--- config.mk ---
export PLATFORM = sky130hd
export DESIGN_NAME = segx_queue
export DESIGN_NICKNAME = d
export VERILOG_FILES = /design/src/design/segx_pkg.sv /design/src/design/segx_queue.sv
export SDC_FILE = /design/constraint.sdc
export NUM_CORES = 1
export LEC_CHECK = 0
export ABC_AREA = 1
export BUFFER_PORTS_ARGS = -buffer_cell sky130_fd_sc_hd__buf_2
export CORE_UTILIZATION = 29
export DETAILED_ROUTE_END_ITERATION = 7
export PLACE_DENSITY_LB_ADDON = 0.15
export SYNTH_ARGS = -nofsm -noshare
export SYNTH_HDL_FRONTEND = slang
export SYNTH_SLANG_ARGS = --single-unit
export TNS_END_PERCENT = 20
--- constraint.sdc ---
create_clock -name clk -period 12.1 [get_ports clk]
set_clock_uncertainty 0.05 [all_clocks]
set_input_delay 1.21 -clock clk [delete_from_list [all_inputs] [get_ports clk]]
set_output_delay 1.21 -clock clk [all_outputs]
set_load 0.03 [all_outputs]
--- src/design/segx_pkg.sv ---
`timescale 1ns / 1ps
// shared widths, payload types and helpers for the segment intersection core
// no dependencies

package segx_pkg;

    localparam int CB  = 16;          // coordinate bits
    localparam int DW  = CB + 1;      // coordinate difference
    localparam int PW  = 2 * DW;      // difference product
    localparam int TW  = PW + 1;      // determinant and numerator term
    localparam int NW  = CB + TW + 2; // full numerator
    localparam int QW  = CB + 1;      // quotient magnitude bits
    localparam int QD  = 4;           // queue depth
    localparam int QAW = $clog2(QD);

    typedef logic signed [CB-1:0] coord_t;
    typedef logic signed [DW-1:0] diff_t;

    typedef struct packed {
        logic            miss;
        logic signed [TW-1:0] den;
        logic signed [TW-1:0] f;
        diff_t           mx;
        diff_t           my;
        coord_t          x0;
        coord_t          y0;
        coord_t          xlo;
        coord_t          xhi;
        coord_t          ylo;
        coord_t          yhi;
    } job_t;

    function automatic coord_t smin(input coord_t p, input coord_t q);
        return (p < q) ? p : q;
    endfunction

    function automatic coord_t smax(input coord_t p, input coord_t q);
        return (p > q) ? p : q;
    endfunction

endpackage

--- src/design/segx_queue.sv ---
`timescale 1ns / 1ps
// short job queue between front and back ends, with a registered head
// depends on segx_pkg

module segx_queue (
    input  logic            clk,
    input  logic            rst_n,
    input  logic            wr_valid,
    output logic            wr_ready,
    input  segx_pkg::job_t  wr_data,
    output logic            rd_valid,
    input  logic            rd_ready,
    output segx_pkg::job_t  rd_data
);

    localparam int QAW = segx_pkg::QAW;

    segx_pkg::job_t mem [segx_pkg::QD];
    segx_pkg::job_t head_reg;
    logic [QAW-1:0] wp_reg, rp_reg;
    logic [QAW:0]   cnt_reg;
    logic           hv_reg;
    logic wr, take, pull, pass, put;

    assign wr_ready = (cnt_reg != (QAW+1)'(segx_pkg::QD));
    assign rd_valid = hv_reg;
    assign rd_data  = head_reg;
    assign wr       = wr_valid && wr_ready;
    // head register free or being drained
    assign take     = !hv_reg || rd_ready;
    assign pull     = take && (cnt_reg != '0);
    // empty queue and head free or being drained: new job goes straight to the head
    assign pass     = take && (cnt_reg == '0) && wr;
    assign put      = wr && !pass;

    always_ff @(posedge clk or negedge rst_n)
    begin
        if (!rst_n)
        begin
            wp_reg  <= '0;
            rp_reg  <= '0;
            cnt_reg <= '0;
            hv_reg  <= 1'b0;
        end
        else
        begin
            if (put)
            begin
                wp_reg <= wp_reg + 1'b1;
            end
            if (pull)
            begin
                rp_reg <= rp_reg + 1'b1;
            end
            if (put && !pull)
            begin
                cnt_reg <= cnt_reg + 1'b1;
            end
            else if (pull && !put)
            begin
                cnt_reg <= cnt_reg - 1'b1;
            end
            if (pull || pass)
            begin
                hv_reg <= 1'b1;
            end
            else if (rd_ready)
            begin
                hv_reg <= 1'b0;
            end
        end
    end

    always_ff @(posedge clk)
    begin
        if (put)
        begin
            mem[wp_reg] <= wr_data;
        end
        if (pull)
        begin
            head_reg <= mem[rp_reg];
        end
        else if (pass)
        begin
            head_reg <= wr_data;
        end
    end

endmodule

After elaboration in Yosys (flattened, before gate mapping)
Memories as Yosys holds them, arrays and structs flattened. Cells that the tools add are included.

RAM bits: 804. Logic and storage cells: 47. Bits of input ports: 205. Output and inout port bits: 203. Register bits: 209. Memories: 1.

$add $sub $neg: 4. Reductions and logical operators: 18. Equality and inequality tests: 1. Mux-type cells: 8.

Memories: mem (words 4, width 201, rd ports 1, clocked after Yosys merged registers in 0, write ports 1, RTL line segx_queue.sv:18) `segx_pkg::job_t mem [segx_pkg::QD];`.

Operators by type and width (number): 2-to-1 mux 201 bit (2); logical AND 1 bit (7); 2-to-1 mux 3 bit (2); nonzero test 2 bit (3); adder 2 x 1 -> 2 bit, second input constant (2); logical NOT 1 bit (4); 2-to-1 mux 1 bit (4); adder 3 x 1 -> 3 bit, second input constant (1); logical NOT 3 bit (1); inequality test 3 bit, second input constant (1); nonzero test 3 bit (1); subtractor 3 x 1 -> 3 bit, second input constant (1); logical OR 1 bit (2).

Longest topological paths before layout
Depth in word-level cells: 10. Depth in mapped cells: 12. Gate-level depth less buffers: 12.

Worst setup path after synthesis
OpenSTA, ideal clock, no wires.

Path type: in2reg. Start: input port rd_ready. End: memory mem[0][0] (netlist name) (enable). Arrival time: 10.036 ns. Library setup time: 0.767 ns. Cell stages on the path: 5. Path buffers: 0. Data required time: 11.283 ns. Setup slack: 1.247 ns. Path through: inv_1 > nand2_1 > nand2_1 > nand3_1 > nor2_1.

Longest elaborated chain between the ends: 7.

RTL lines: from (decl) (RTL line segx_queue.sv:12) `input logic rd_ready,`; logical OR 1 bit (RTL line segx_queue.sv:30) `assign take = !hv_reg || rd_ready;`; logical AND 1 bit (2 in a row) (RTL line segx_queue.sv:33) `assign pass = take && (cnt_reg == '0) && wr;`; logical NOT 1 bit (RTL line segx_queue.sv:34) `assign put = wr && !pass;`; logical AND 1 bit (RTL line segx_queue.sv:34); 2-to-1 mux 1 bit (RTL line segx_queue.sv:76) `if (put)`; 2-to-1 mux 1 bit (not written as such) (RTL line segx_queue.sv:78) `mem[wp_reg] <= wr_data;`; to (decl) (RTL line segx_queue.sv:18).

Every way passes these cells.

Worst setup path after layout
Start: register rp_reg[0]. End: register head_reg (netlist bit rd_data[87]), data pin.

Longest elaborated chain between the ends: 2.

RTL lines: from (decl) (RTL line segx_queue.sv:20) `logic [QAW-1:0] wp_reg, rp_reg;`; from (signal assigned) (RTL line segx_queue.sv:53) `rp_reg <= rp_reg + 1'b1;`; memory read (4 x 201 bit); 2-to-1 mux 201 bit (RTL line segx_queue.sv:80) `if (pull)`; to (signal assigned) (RTL line segx_queue.sv:82) `head_reg <= mem[rp_reg];`; to (signal assigned) (RTL line segx_queue.sv:86) `head_reg <= wr_data;`; to (decl) (RTL line segx_queue.sv:19) `segx_pkg::job_t head_reg;`.

Every way passes these cells. A chain may end at the register's enable or synchronous reset.

==> results.py <==
metrics = {
    "status": {
        "status": "complete, no violations",
    },
    "place": {
        "dpl.hpwl_um": 59000,
        "gp_congestion": 0.720,
        "io_buffer_count": 407,
        "dpl.cell_count": 6234,
        "dp_slack_ps": 7850,
    },
    "sta": {
        "fmax_mhz": 254,
        "hold_viol": 0,
        "rsz0062_at_grt": "no",
        "slew-limit-headroom_pct": 30.3,
        "setup_viol": 0,
        "slew_violations": 0,
        "tightest_slew_ps": 1050,
        "min_period_ps": 3930,
        "min_period_over_period_pct": 32.5,
        "fin_ws_ps": 8170,
        "final.setup.tns_ps": 0,
    },
    "clock_tree": {
        "root_buffer": "clkbuf_16",
        "cts_resized": 0,
        "cts.sinks": 1013,
        "cts_max_path_buffers": 3,
        "tritoncts": "built",
        "htree_levels": 3,
        "cts_hold_buf": 0,
        "clk_transition_reported_paths_ps": 60,
        "clkLatencyLatePin_ps": 720,
        "cts_setup_buffers": 0,
        "cts_buffers": 116,
    },
    "routing": {
        "drc": 0,
        "drt-vias-per-instance": 4.17,
        "post_drt_wl_per_cell_um": 17.1,
        "drt_iter0_drc": 1393,
        "dr.pass1.iters": 5,
        "via_count": 27000,
        "drt-total-wl_um": 110000,
        "ant_nets": 0,
    },
    "critical_path": {
        "worst-setup-path-type": "reg -> reg",
        "cp.arrival_ps": 4340,
        "critPathRequiredTime_ps": 12510,
        "crit_fanout": 163,
        "worstSetupStartpointType": "flip-flop",
        "cp-end-kind": "flip-flop",
    },
    "synthesis": {
        "synthFlopType": "edfxtp_1",
        "synth_area_leader_cell": "edfxtp_1",
        "syn_nets": 4269,
        "syn_avg_cell_area_um2": 10.5,
        "ys_ff_latch": 1013,
        "ys_warn_count": 0,
        "synth.top_cell.area_share_pct": 70.5,
        "synth.distinct_cells": 22,
        "synth_edf_count": 1005,
        "netlist_top_cells_area": "edfxtp_1 (71%), nand2_1 (14%), inv_1 (7.2%)",
        "yosysSeqAreaShare_pct": 71.0,
        "synth_area_um2": 42800,
        "synthArstFlopShare_pct": 0.790,
        "syn_inst": 4058,
    },
    "floorplan": {
        "core.rowCount": 140,
        "die_width_um": 386,
        "io_pins": 408,
        "core_area_um2": 146000,
        "die_y_um": 386,
        "initial_utilization_pct": 29.3,
        "fp.dieArea_um2": 149000,
    },
    "global_route": {
        "grt_max_degree": 164,
        "overflow": 0,
        "antenna_found_initial": 22,
        "grt_pass1_wl_um": 165000,
        "grt_pass1_vias": 26300,
        "grt.total_usage_pct": 14.7,
    },
    "power": {
        "peakVddDrop_uv": 158,
        "p_per_area_nw_per_um2": 261,
        "leakagePower_nw": 22.7,
    },
    "cells_and_area": {
        "largest_register_ffs": 804,
        "fin_cells": 6457,
        "layout-drive-gt1-share_pct": 13.5,
        "final.fill_count": 14700,
        "fin_nets": 4646,
        "area_growth_pct": 17.6,
    },
    "worst_hold_path": {
        "hold_path_class": "in -> async",
    },
    "flow_run": {
        "max-cap-violations": 0,
    },
}
==> final timing paths <==
check	to	cells past startpoint	start	slack, ps
setup reg to reg	rd_data[87]	8	rp_reg[0]	8170
max in group asynchronous	rp_reg[0]	1	rst_n	11500
setup / recovery	rd_data[87]	8	rp_reg[0]	8170
hold reg to reg	wp_reg[1]	2	wp_reg[1]	490
min in group clk	wp_reg[1]	2	wp_reg[1]	490
hold / removal	rp_reg[1]	1	rst_n	290
==> placed cells by master (no fill, tap or decap), types with 3 or more instances in the layout <==
| cell type | count |
|---|---|
| clkbuf_1 | 23 |
| clkinv_2 | 19 |
| clkinv_8 | 3 |
| dfrtp_1 | 6 |
| inv_8 | 3 |
| clkbuf_16 | 119 |
| nand2_1 | 1622 |
| edfxtp_1 | 1005 |
| buf_4 | 24 |
| buf_2 | 407 |
| clkinvlp_4 | 4 |
| nand3_1 | 404 |
| ha_1 | 5 |
| inv_6 | 3 |
| inv_1 | 816 |
| diode_2 | 7 |
| bufinv_16 | 12 |
| clkinv_1 | 32 |
| nor2_4 | 5 |
| buf_12 | 6 |
==> per-layer routing <==
metal / vias to the layer above / global-route usage [%] / wire (um)
met5: - / 0 / 91
met4: 14 / 4.47 / 2470
met3: 182 / 2.91 / 5760
met2: 510 / 24.5 / 52600
met1: 12700 / 19.2 / 49200
li1: 13500 / - / -
==> where the power goes <==
part	internal (W)	total, W	leakage (nW)	switching [W]
clock	0.00204	0.00346	1.82	0.00142
combinational	0.00108	0.00439	11.5	0.00331
sequential	0.00498	0.00529	9.46	0.000310
total	0.00811	0.0131	22.7	0.00504
==> worst max-delay path, stage by stage, from the launching register on <==
cell,delay [ps]
dfrtp_4,700
clkinv_8,590
buf_4,900
buf_4,850
nand2_1,110
nand3_1,110
nand2_1,70
nand2_1,70
nand2_1,70
==> cells by family after synthesis <==
family | count (synthesis) | share of synthesized area, %
AND/OR/NAND/NOR | 2035 | 19.1
flip-flops | 1013 | 71.0
XOR/XNOR | 4 | 0.0819
buffers and inverters | 998 | 9.65
AO/OA/AOI/OAI | 2 | 0.0234
adder cells (fa/ha/maj) | 6 | 0.193
==> through the flow <==
step	utilization [%]	hold slack (ps)	area, um2	power (W)
finish	34.5	288	50300	0.0131
global route	34.4	249	50300	0.0140
CTS	34.4	207	50300	0.0134
detailed placement	31.9	480	46600	0.00990
global placement	31.9	485	46600	0.00990
floorplan	-	442	42800	0.00860
==> cell type report <==
class	instances	area (um2)	share of cell area, %
clock inverters	74	682	1.35
flip-flops and latches	1013	30400	60.4
clock buffers	142	3060	6.09
repair buffers	437	2340	4.64
inverters	820	3110	6.18
diodes	7	17.5	0.0348
multi-input cells	2047	8330	16.6
well taps	1917	2400	4.77
==> cell usage after synthesis, types with 2 or more instances <==
cell and count:
dfrtp_1 8, edfxtp_1 1005, inv_2 2, nor2_1 4, buf_6 16, nand4_1 2
buf_2 122, nand2_1 1622, xor2_1 2, xnor2_1 2, nand3_1 404, buf_4 29
clkbuf_1 11, ha_1 5, inv_1 817
Power figures use the tool's default switching activity.
