### src/design/segx_pkg.sv
`timescale 1ns / 1ps
// shared widths, payload types and helpers for the segment intersection core
// no dependencies

package segx_pkg;

    localparam int CB  = 16;          // coordinate bits
    localparam int DW  = CB + 1;      // coordinate difference
    localparam int PW  = 2 * DW;      // difference product
    localparam int TW  = PW + 1;      // determinant and numerator term
    localparam int NW  = CB + TW + 2; // full numerator
    localparam int QW  = CB + 1;      // quotient magnitude bits
    localparam int QD  = 4;           // queue depth
    localparam int QAW = $clog2(QD);

    typedef logic signed [CB-1:0] coord_t;
    typedef logic signed [DW-1:0] diff_t;

    typedef struct packed {
        logic            miss;
        logic signed [TW-1:0] den;
        logic signed [TW-1:0] f;
        diff_t           mx;
        diff_t           my;
        coord_t          x0;
        coord_t          y0;
        coord_t          xlo;
        coord_t          xhi;
        coord_t          ylo;
        coord_t          yhi;
    } job_t;

    function automatic coord_t smin(input coord_t p, input coord_t q);
        return (p < q) ? p : q;
    endfunction

    function automatic coord_t smax(input coord_t p, input coord_t q);
        return (p > q) ? p : q;
    endfunction

endpackage

### src/design/segx_in_if.sv
`timescale 1ns / 1ps
// request channel carrying two segments
// depends on segx_pkg

interface segx_in_if;
    logic valid;
    logic ready;
    segx_pkg::coord_t a_x;
    segx_pkg::coord_t a_y;
    segx_pkg::coord_t b_x;
    segx_pkg::coord_t b_y;
    segx_pkg::coord_t c_x;
    segx_pkg::coord_t c_y;
    segx_pkg::coord_t d_x;
    segx_pkg::coord_t d_y;

    modport source (output valid, a_x, a_y, b_x, b_y, c_x, c_y, d_x, d_y, input ready);
    modport sink (input valid, a_x, a_y, b_x, b_y, c_x, c_y, d_x, d_y, output ready);
endinterface

### src/design/segx_front.sv
`timescale 1ns / 1ps
// front end: takes a request, forms differences, determinant and case, emits a job
// depends on segx_pkg and segx_in_if

module segx_front (
    input  logic            clk,
    input  logic            rst_n,
    segx_in_if.sink         segs,
    output logic            job_valid,
    input  logic            job_ready,
    output segx_pkg::job_t  job
);

    localparam int DW = segx_pkg::DW;
    localparam int PW = segx_pkg::PW;
    localparam int TW = segx_pkg::TW;

    typedef struct packed {
        logic vab;
        logic vcd;
        logic ptm;
        segx_pkg::coord_t ax;
        segx_pkg::coord_t ay;
        segx_pkg::coord_t cx;
        segx_pkg::coord_t cy;
        segx_pkg::diff_t ux;
        segx_pkg::diff_t uy;
        segx_pkg::diff_t vx;
        segx_pkg::diff_t vy;
        segx_pkg::diff_t wx;
        segx_pkg::diff_t wy;
        segx_pkg::coord_t xlo;
        segx_pkg::coord_t xhi;
        segx_pkg::coord_t ylo;
        segx_pkg::coord_t yhi;
    } dif_t;

    typedef struct packed {
        dif_t dv;
        logic signed [PW-1:0] pa;
        logic signed [PW-1:0] pb;
        logic signed [PW-1:0] pc;
        logic signed [PW-1:0] pd;
    } prd_t;

    logic en;
    logic v1_reg, v2_reg, v3_reg;
    dif_t s1_reg, s1_next;
    prd_t s2_reg, s2_next;
    segx_pkg::job_t s3_reg, s3_next;

    assign en         = !v3_reg || job_ready;
    assign segs.ready = en;
    assign job_valid  = v3_reg;
    assign job        = s3_reg;

    always_comb
    begin
        s1_next.ax  = segs.a_x;
        s1_next.ay  = segs.a_y;
        s1_next.cx  = segs.c_x;
        s1_next.cy  = segs.c_y;
        s1_next.ux  = DW'(segs.b_x) - DW'(segs.a_x);
        s1_next.uy  = DW'(segs.b_y) - DW'(segs.a_y);
        s1_next.vx  = DW'(segs.d_x) - DW'(segs.c_x);
        s1_next.vy  = DW'(segs.d_y) - DW'(segs.c_y);
        s1_next.wx  = DW'(segs.c_x) - DW'(segs.a_x);
        s1_next.wy  = DW'(segs.c_y) - DW'(segs.a_y);
        s1_next.vab = (segs.a_x == segs.b_x);
        s1_next.vcd = (segs.c_x == segs.d_x);
        s1_next.ptm = ((segs.a_x == segs.c_x) && (segs.a_y == segs.c_y)) ||
                      ((segs.a_x == segs.d_x) && (segs.a_y == segs.d_y));
        s1_next.xlo = segx_pkg::smax(segx_pkg::smin(segs.a_x, segs.b_x),
                                     segx_pkg::smin(segs.c_x, segs.d_x));
        s1_next.xhi = segx_pkg::smin(segx_pkg::smax(segs.a_x, segs.b_x),
                                     segx_pkg::smax(segs.c_x, segs.d_x));
        s1_next.ylo = segx_pkg::smax(segx_pkg::smin(segs.a_y, segs.b_y),
                                     segx_pkg::smin(segs.c_y, segs.d_y));
        s1_next.yhi = segx_pkg::smin(segx_pkg::smax(segs.a_y, segs.b_y),
                                     segx_pkg::smax(segs.c_y, segs.d_y));
    end

    always_comb
    begin
        s2_next.dv = s1_reg;
        s2_next.pa = PW'(s1_reg.ux) * PW'(s1_reg.vy);
        s2_next.pb = PW'(s1_reg.uy) * PW'(s1_reg.vx);
        s2_next.pc = PW'(s1_reg.wx) * PW'(s1_reg.vy);
        s2_next.pd = PW'(s1_reg.wy) * PW'(s1_reg.vx);
    end

    always_comb
    begin
        logic signed [TW-1:0] d;
        logic signed [TW-1:0] t;
        d = TW'(s2_reg.pa) - TW'(s2_reg.pb);
        t = TW'(s2_reg.pc) - TW'(s2_reg.pd);
        s3_next.miss = 1'b0;
        s3_next.den  = TW'(1);
        s3_next.f    = '0;
        s3_next.mx   = '0;
        s3_next.my   = '0;
        s3_next.x0   = s2_reg.dv.ax;
        s3_next.y0   = s2_reg.dv.ay;
        s3_next.xlo  = s2_reg.dv.xlo;
        s3_next.xhi  = s2_reg.dv.xhi;
        s3_next.ylo  = s2_reg.dv.ylo;
        s3_next.yhi  = s2_reg.dv.yhi;
        if (s2_reg.dv.vab && s2_reg.dv.vcd)
        begin
            s3_next.miss = 1'b1;
        end
        else if (s2_reg.dv.vab)
        begin
            // vertical first segment
            s3_next.y0 = s2_reg.dv.cy;
            s3_next.f  = TW'(-s2_reg.dv.wx);
            if (s2_reg.dv.vx > 0)
            begin
                s3_next.den = TW'(s2_reg.dv.vx);
                s3_next.my  = s2_reg.dv.vy;
            end
            else
            begin
                s3_next.den = TW'(-s2_reg.dv.vx);
                s3_next.my  = -s2_reg.dv.vy;
            end
        end
        else if (s2_reg.dv.vcd)
        begin
            // vertical second segment
            s3_next.x0 = s2_reg.dv.cx;
            s3_next.f  = TW'(s2_reg.dv.wx);
            if (s2_reg.dv.ux > 0)
            begin
                s3_next.den = TW'(s2_reg.dv.ux);
                s3_next.my  = s2_reg.dv.uy;
            end
            else
            begin
                s3_next.den = TW'(-s2_reg.dv.ux);
                s3_next.my  = -s2_reg.dv.uy;
            end
        end
        else if (s2_reg.dv.ptm)
        begin
            s3_next.den = TW'(1);
        end
        else if (d == 0)
        begin
            s3_next.miss = 1'b1;
        end
        else
        begin
            s3_next.mx  = s2_reg.dv.ux;
            s3_next.my  = s2_reg.dv.uy;
            s3_next.den = (d < 0) ? -d : d;
            s3_next.f   = (d < 0) ? -t : t;
        end
    end

    always_ff @(posedge clk or negedge rst_n)
    begin
        if (!rst_n)
        begin
            v1_reg <= 1'b0;
            v2_reg <= 1'b0;
            v3_reg <= 1'b0;
        end
        else if (en)
        begin
            v1_reg <= segs.valid;
            v2_reg <= v1_reg;
            v3_reg <= v2_reg;
        end
    end

    always_ff @(posedge clk)
    begin
        if (en)
        begin
            s1_reg <= s1_next;
            s2_reg <= s2_next;
            s3_reg <= s3_next;
        end
    end

endmodule

### src/flat_wrapper.sv
// flat-port wrapper written by rule: the top's interface ports become plain ports
module segx_front_flat 
  (clk, rst_n, job_valid, job_ready, job, segs_valid, segs_a_x, segs_a_y, segs_b_x, segs_b_y, segs_c_x, segs_c_y, segs_d_x, segs_d_y, segs_ready);
  segx_in_if segs_i ();
  input  logic clk;
  input  logic rst_n;
  output logic job_valid;
  input  logic job_ready;
  output segx_pkg::job_t job;
  input wire logic [$bits(segs_i.valid)-1:0] segs_valid;
  input wire logic [$bits(segs_i.a_x)-1:0] segs_a_x;
  input wire logic [$bits(segs_i.a_y)-1:0] segs_a_y;
  input wire logic [$bits(segs_i.b_x)-1:0] segs_b_x;
  input wire logic [$bits(segs_i.b_y)-1:0] segs_b_y;
  input wire logic [$bits(segs_i.c_x)-1:0] segs_c_x;
  input wire logic [$bits(segs_i.c_y)-1:0] segs_c_y;
  input wire logic [$bits(segs_i.d_x)-1:0] segs_d_x;
  input wire logic [$bits(segs_i.d_y)-1:0] segs_d_y;
  output wire logic [$bits(segs_i.ready)-1:0] segs_ready;
  assign segs_i.valid = segs_valid;
  assign segs_i.a_x = segs_a_x;
  assign segs_i.a_y = segs_a_y;
  assign segs_i.b_x = segs_b_x;
  assign segs_i.b_y = segs_b_y;
  assign segs_i.c_x = segs_c_x;
  assign segs_i.c_y = segs_c_y;
  assign segs_i.d_x = segs_d_x;
  assign segs_i.d_y = segs_d_y;
  assign segs_ready = segs_i.ready;
  segx_front u_core (.clk(clk), .rst_n(rst_n), .segs(segs_i), .job_valid(job_valid), .job_ready(job_ready), .job(job));
endmodule
### config.mk
export PLATFORM = sky130hd
export DESIGN_NAME = segx_front_flat
export DESIGN_NICKNAME = d
export VERILOG_FILES = /design/src/design/segx_pkg.sv /design/src/design/segx_in_if.sv /design/src/design/segx_front.sv /design/src/flat_wrapper.sv
export SDC_FILE = /design/constraint.sdc
export NUM_CORES = 2
export LEC_CHECK = 0
export ABC_CLOCK_PERIOD_IN_PS = 56700
export BUFFER_PORTS_ARGS = -buffer_cell sky130_fd_sc_hd__buf_2
export CORE_MARGIN = 2
export CORE_UTILIZATION = 59
export CTS_CLUSTER_DIAMETER = 80
export CTS_CLUSTER_SIZE = 14
export DETAILED_ROUTE_END_ITERATION = 10
export HOLD_SLACK_MARGIN = 0.05
export PLACE_DENSITY_LB_ADDON = 0.25
export SLEW_MARGIN = 20
export SYNTH_ARGS = -nofsm -noshare
export SYNTH_HDL_FRONTEND = slang
export SYNTH_SLANG_ARGS = --single-unit
### constraint.sdc
create_clock -name clk -period 56.7 [get_ports clk]
set_input_delay 17.01 -clock clk [delete_from_list [all_inputs] [get_ports clk]]
set_output_delay 17.01 -clock clk [all_outputs]
set_load 0.03 [all_outputs]
======== Yosys cells after proc, flatten, opt, wreduce, memory -nomap -nowiden ========
Index checks and enable logic that the tools add are counted.
word-level totals
  memories ................................ 0
  logic and storage cells ................. 132
  input port bits ......................... 132
  register bits ........................... 789
  bits in read-only memories .............. 0
  memory bits (writable) .................. 0
  bits in latches ......................... 0
  output and inout bits ................... 203
operators by class
  $lt $le $gt $ge ......................... 15
  eq/ne operators ......................... 6
  muxes and demuxes ....................... 33
  shift-type cells ........................ 0
  bitwise gates (word level) .............. 0
  reduce and logical (&&, ||, !) cells .... 8
  divide/modulo/power cells ............... 0
  $add $sub $neg .......................... 15
  multipliers ............................. 4
operators with widths
  cell                                                                              number
  16-bit 2-to-1 mux                                                                 15
  35-bit 2-to-1 mux                                                                 5
  70-bit 2-to-1 mux                                                                 2
  17-bit by 17-bit multiplier with 34-bit output                                    4
  17-bit negator with 35-bit output                                                 3
  104-bit 2-to-1 mux                                                                1
  16-bit by 16-bit subtractor with 17-bit output                                    6
  16-bit equality test                                                              6
  16-bit greater-than comparator                                                    6
  16-bit < comparator                                                               6
  35-bit negator                                                                    2
  34-bit by 34-bit subtractor with 35-bit output                                    2
  69-bit 2-to-1 mux                                                                 1
  17-bit 2-to-1 mux                                                                 4
  35-bit logical NOT                                                                1
  35-bit by 1-bit < comparator with 1-bit output, second input constant             1
  17-bit by 1-bit greater-than comparator with 1-bit output, second input constant  2
  17-bit negator                                                                    2
  32-bit 2-to-1 mux                                                                 1
  5-bit OR reduction                                                                1
  1-bit 2-to-1 mux                                                                  4
  1-bit logical AND                                                                 3
  1-bit logical OR                                                                  2
  1-bit logical NOT                                                                 1

======== Logic depth before layout (Yosys ltp) ========
  depth in word-level cells ............... 7
  gate-level depth with buffers ........... 29
  mapped depth without buffers ............ 25

======== Worst setup path after synthesis ========
OpenSTA, ideal clock, no wires.
  kind .................................... input to output
  from .................................... input job_ready
  to ...................................... output segs_ready
  slack ................................... 3.710 ns
  data required time ...................... 39.690 ns
  cell stages on the path ................. 1
  buffers on the path ..................... 0
  arrival ................................. 35.980 ns
  cell sequence ........................... nand2b_1
between the ends
  cells in the longest elaborated chain, start to end .. 1
RTL lines
  element             line                RTL
  start: declaration  flat_wrapper.sv:8   input logic job_ready;
  1-bit logical OR    segx_front.sv:52    assign en = !v3_reg || job_ready;
  end: declaration    flat_wrapper.sv:19  output wire logic [$bits(segs_i.ready)-1:0] segs_ready;
Every way passes these cells.

======== Worst setup path in the final report ========
Same ends and word-level chain as after synthesis.

==> flow_summary.ini <==
[clock_network]
cts-resized-gates = 0
cts_tree = yes
numCtsBuffers = 76
ctsHoldBuffers = 0
cts.sinks = 789
clock_path_buffers = 3
insertion_delay_ns = 0.70
htree_levels = 3
cts_root_buf = clkbuf_16
cts_setup_buffers = 0
cts.clk_slew.worst_paths_ns = 0.07

[detailed_routing]
drc = 0
viasPerCell = 5.92
wirelength_microns = 237000
drt_first_pass_iters = 6
drt_iter0_drc = 5335
vias = 62249
wire_per_inst_microns = 22.6
drtAntennaViolNets = 0

[synthesis]
synth_cells = 8405
synth.top_cell.area_share_pct = 27.9
ys.warnings.count = 0
synthAdderAreaFrac_pct = 36.3
synthXorXnorAreaFrac_pct = 3.97
yosys-mux-area-fraction_pct = 1.46
synth_area_per_cell_sq_um = 10.2
syn-num-nets = 10307
synth.distinct_cells = 104
synth_edf_count = 786
synth_top_family_by_area = adder cells
synth_flop_cell = edfxtp_1
synth-compound-area-share_pct = 9.08
yosysTopAreaCell = fa_1
seq_area_frac_synth_pct = 27.6
ys_ff_latch = 789
syn_area_sq_um = 85700
synthSimpleGateAreaFrac_pct = 13.6
netlist_top_cells_area = fa_1 (28%), edfxtp_1 (28%), ha_1 (8.4%), inv_1 (6.6%), and2_1 (4.4%)
synthArstFlopShare_pct = 0.380

[floorplan]
core_sq_um = 144000
std_cell_rows = 139
initial_core_util_pct = 59.6
die_height_microns = 385
die_w_microns = 385
dieArea_sq_um = 148000
ios = 335

[placement]
place.gp.congestion = 0.995
placed_cell_area_sq_um = 89100
dp_hpwl_microns = 184000
port_buffers = 334

[setup_path]
critPathKind = in -> out
r2r-start = u_core.s1_reg[159]
r2r_end = u_core.s2_reg[130]
rrSetupSlack_ns = 49.15
path_cells = buf_2, nand2b_4, buf_2
critPathArrivalTime_ns = 17.82
cp_max_fo = 10
start_kind = input port
path_delay_family = buffers and inverters
r2r_cells = 20
cp-end-kind = output pin
cp_common_cell = buf_2
required_ns = 39.69
slowest_delay_ns = 0.34
critPathSlowestCell = buf_2
crit_buf_inv = 2

[timing]
slew_headroom_pct = 21.4
finClkSkew_ns = 0.0526
max_freq_mhz = 28.7
setup_violations = 0
worst_pin_slew_ns = 1.18
finalHoldViolCount = 0
rsz0062_at_grt = false
slew_viol_final = 0
fin_crit_ns = 34.83
fin_crit_sh_pct = 61.4
tns_ns = 0

[global_routing]
grt_pass1_vias = 64792
grt_max_degree = 171
grtUsageTotal_pct = 32.6
grt_pass1_wl_microns = 367000
antenna_found_initial = 14
grt-ovfl-total = 0

[layout]
design_area_sq_um = 91400
area_growth_syn_to_layout_pct = 6.72
fill_cells = 11485
nNetsFinal = 10484
drive_gt1_share_pct = 6.85
largest_reg_flops = 352

[worst_hold_path]
holdPathEnd = u_core.s2_reg[321]
hold_path_depth = 0
hp-start = u_core.s1_reg[185]
worstHoldPathType = reg -> reg

[status]
outcome = completed

[run]
maxCapViolations = 0
## metrics by stage
step           util [%]  std cells  setup WS, ns  hold slack, ns
6_report           63.6      10522         21.87           0.409
5_1_grt            63.6      10515         21.87           0.420
4_1_cts            63.6      10514         21.87           0.406
3_5_place_dp       62.0      10407         21.88           0.405
3_3_place_gp       62.0      10407         21.88           0.401
2_1_floorplan         -       8405          3.71           0.400
## cell usage in the layout, fill, tap and decap left out, types with 27 or more instances in the layout
cell type	count
or3_1	41
nand3_1	68
nor4_1	27
o21ai_1	62
and2_1	608
o31ai_1	35
o21ai_0	192
edfxtp_1	786
ha_1	578
a21o_1	121
nor2b_1	47
clkbuf_16	77
o21bai_1	36
nor2_1	367
a211oi_1	57
a21oi_1	320
xor2_1	133
a31oi_1	38
o211ai_1	30
o21a_1	47
nand4_1	59
a21boi_0	34
mux2i_1	105
nand2_1	844
fa_1	1192
nand2b_1	75
xnor2_1	255
buf_2	334
nor3_1	75
buf_4	58
a22oi_1	42
inv_1	1496
and3_1	46
## Yosys cell counts, types with 36 or more instances
cell type	count
nand3_1	68
xnor2_1	255
nor2b_1	50
nand2_1	845
mux2i_1	105
clkbuf_1	257
and3_1	46
o21ai_1	63
a21oi_1	320
o31ai_1	36
o21bai_1	37
and2_1	608
a22oi_1	42
nand2b_1	78
edfxtp_1	786
o21a_1	47
xor2_1	133
a31oi_1	38
nor3_1	76
ha_1	578
o21ai_0	193
fa_1	1192
nand4_1	59
nor2_1	368
inv_1	1496
or3_1	41
a211oi_1	57
a21o_1	121
## cells by family after synthesis
kind of cell	Yosys count
buf+inv	1795
flops	789
compound gates	1195
mux	123
fa+ha+maj	1770
simple gates	2345
xor+xnor	388
## final cells by class
| class | instances | area, sq um | area share (%) |
|---|---|---|---|
| clock buffer | 83 | 1950 | 2.13 |
| multi-input combinational | 5821 | 55300 | 60.4 |
| inverter | 1498 | 5620 | 6.15 |
| sequential | 789 | 23700 | 25.9 |
| tap | 1903 | 2380 | 2.60 |
| clock inverter | 24 | 347 | 0.379 |
| antenna | 8 | 20.0 | 0.0219 |
| timing repair buffer | 396 | 2180 | 2.38 |
## worst max path at each step
stage                    from         end  slack [ns]  depth (start not counted)
floorplan           job_ready  segs_ready        3.71                          1
global placement    job_ready  segs_ready       21.88                          3
CTS                 job_ready  segs_ready       21.87                          3
global route        job_ready  segs_ready       21.87                          3
finish              job_ready  segs_ready       21.87                          3
detailed placement  job_ready  segs_ready       21.88                          3
## metal layers
metal,up-vias,GRT usage (%),routed length (microns)
li1,27646,-,-
met1,31206,43.6,95100
met2,2850,51.3,108000
met3,537,6.11,21600
met4,10,15.7,12200
met5,-,0,59
Power is left out: the tool's default activity adds up to more than one toggle a clock period on the data nets, which glitch-free logic cannot reach.
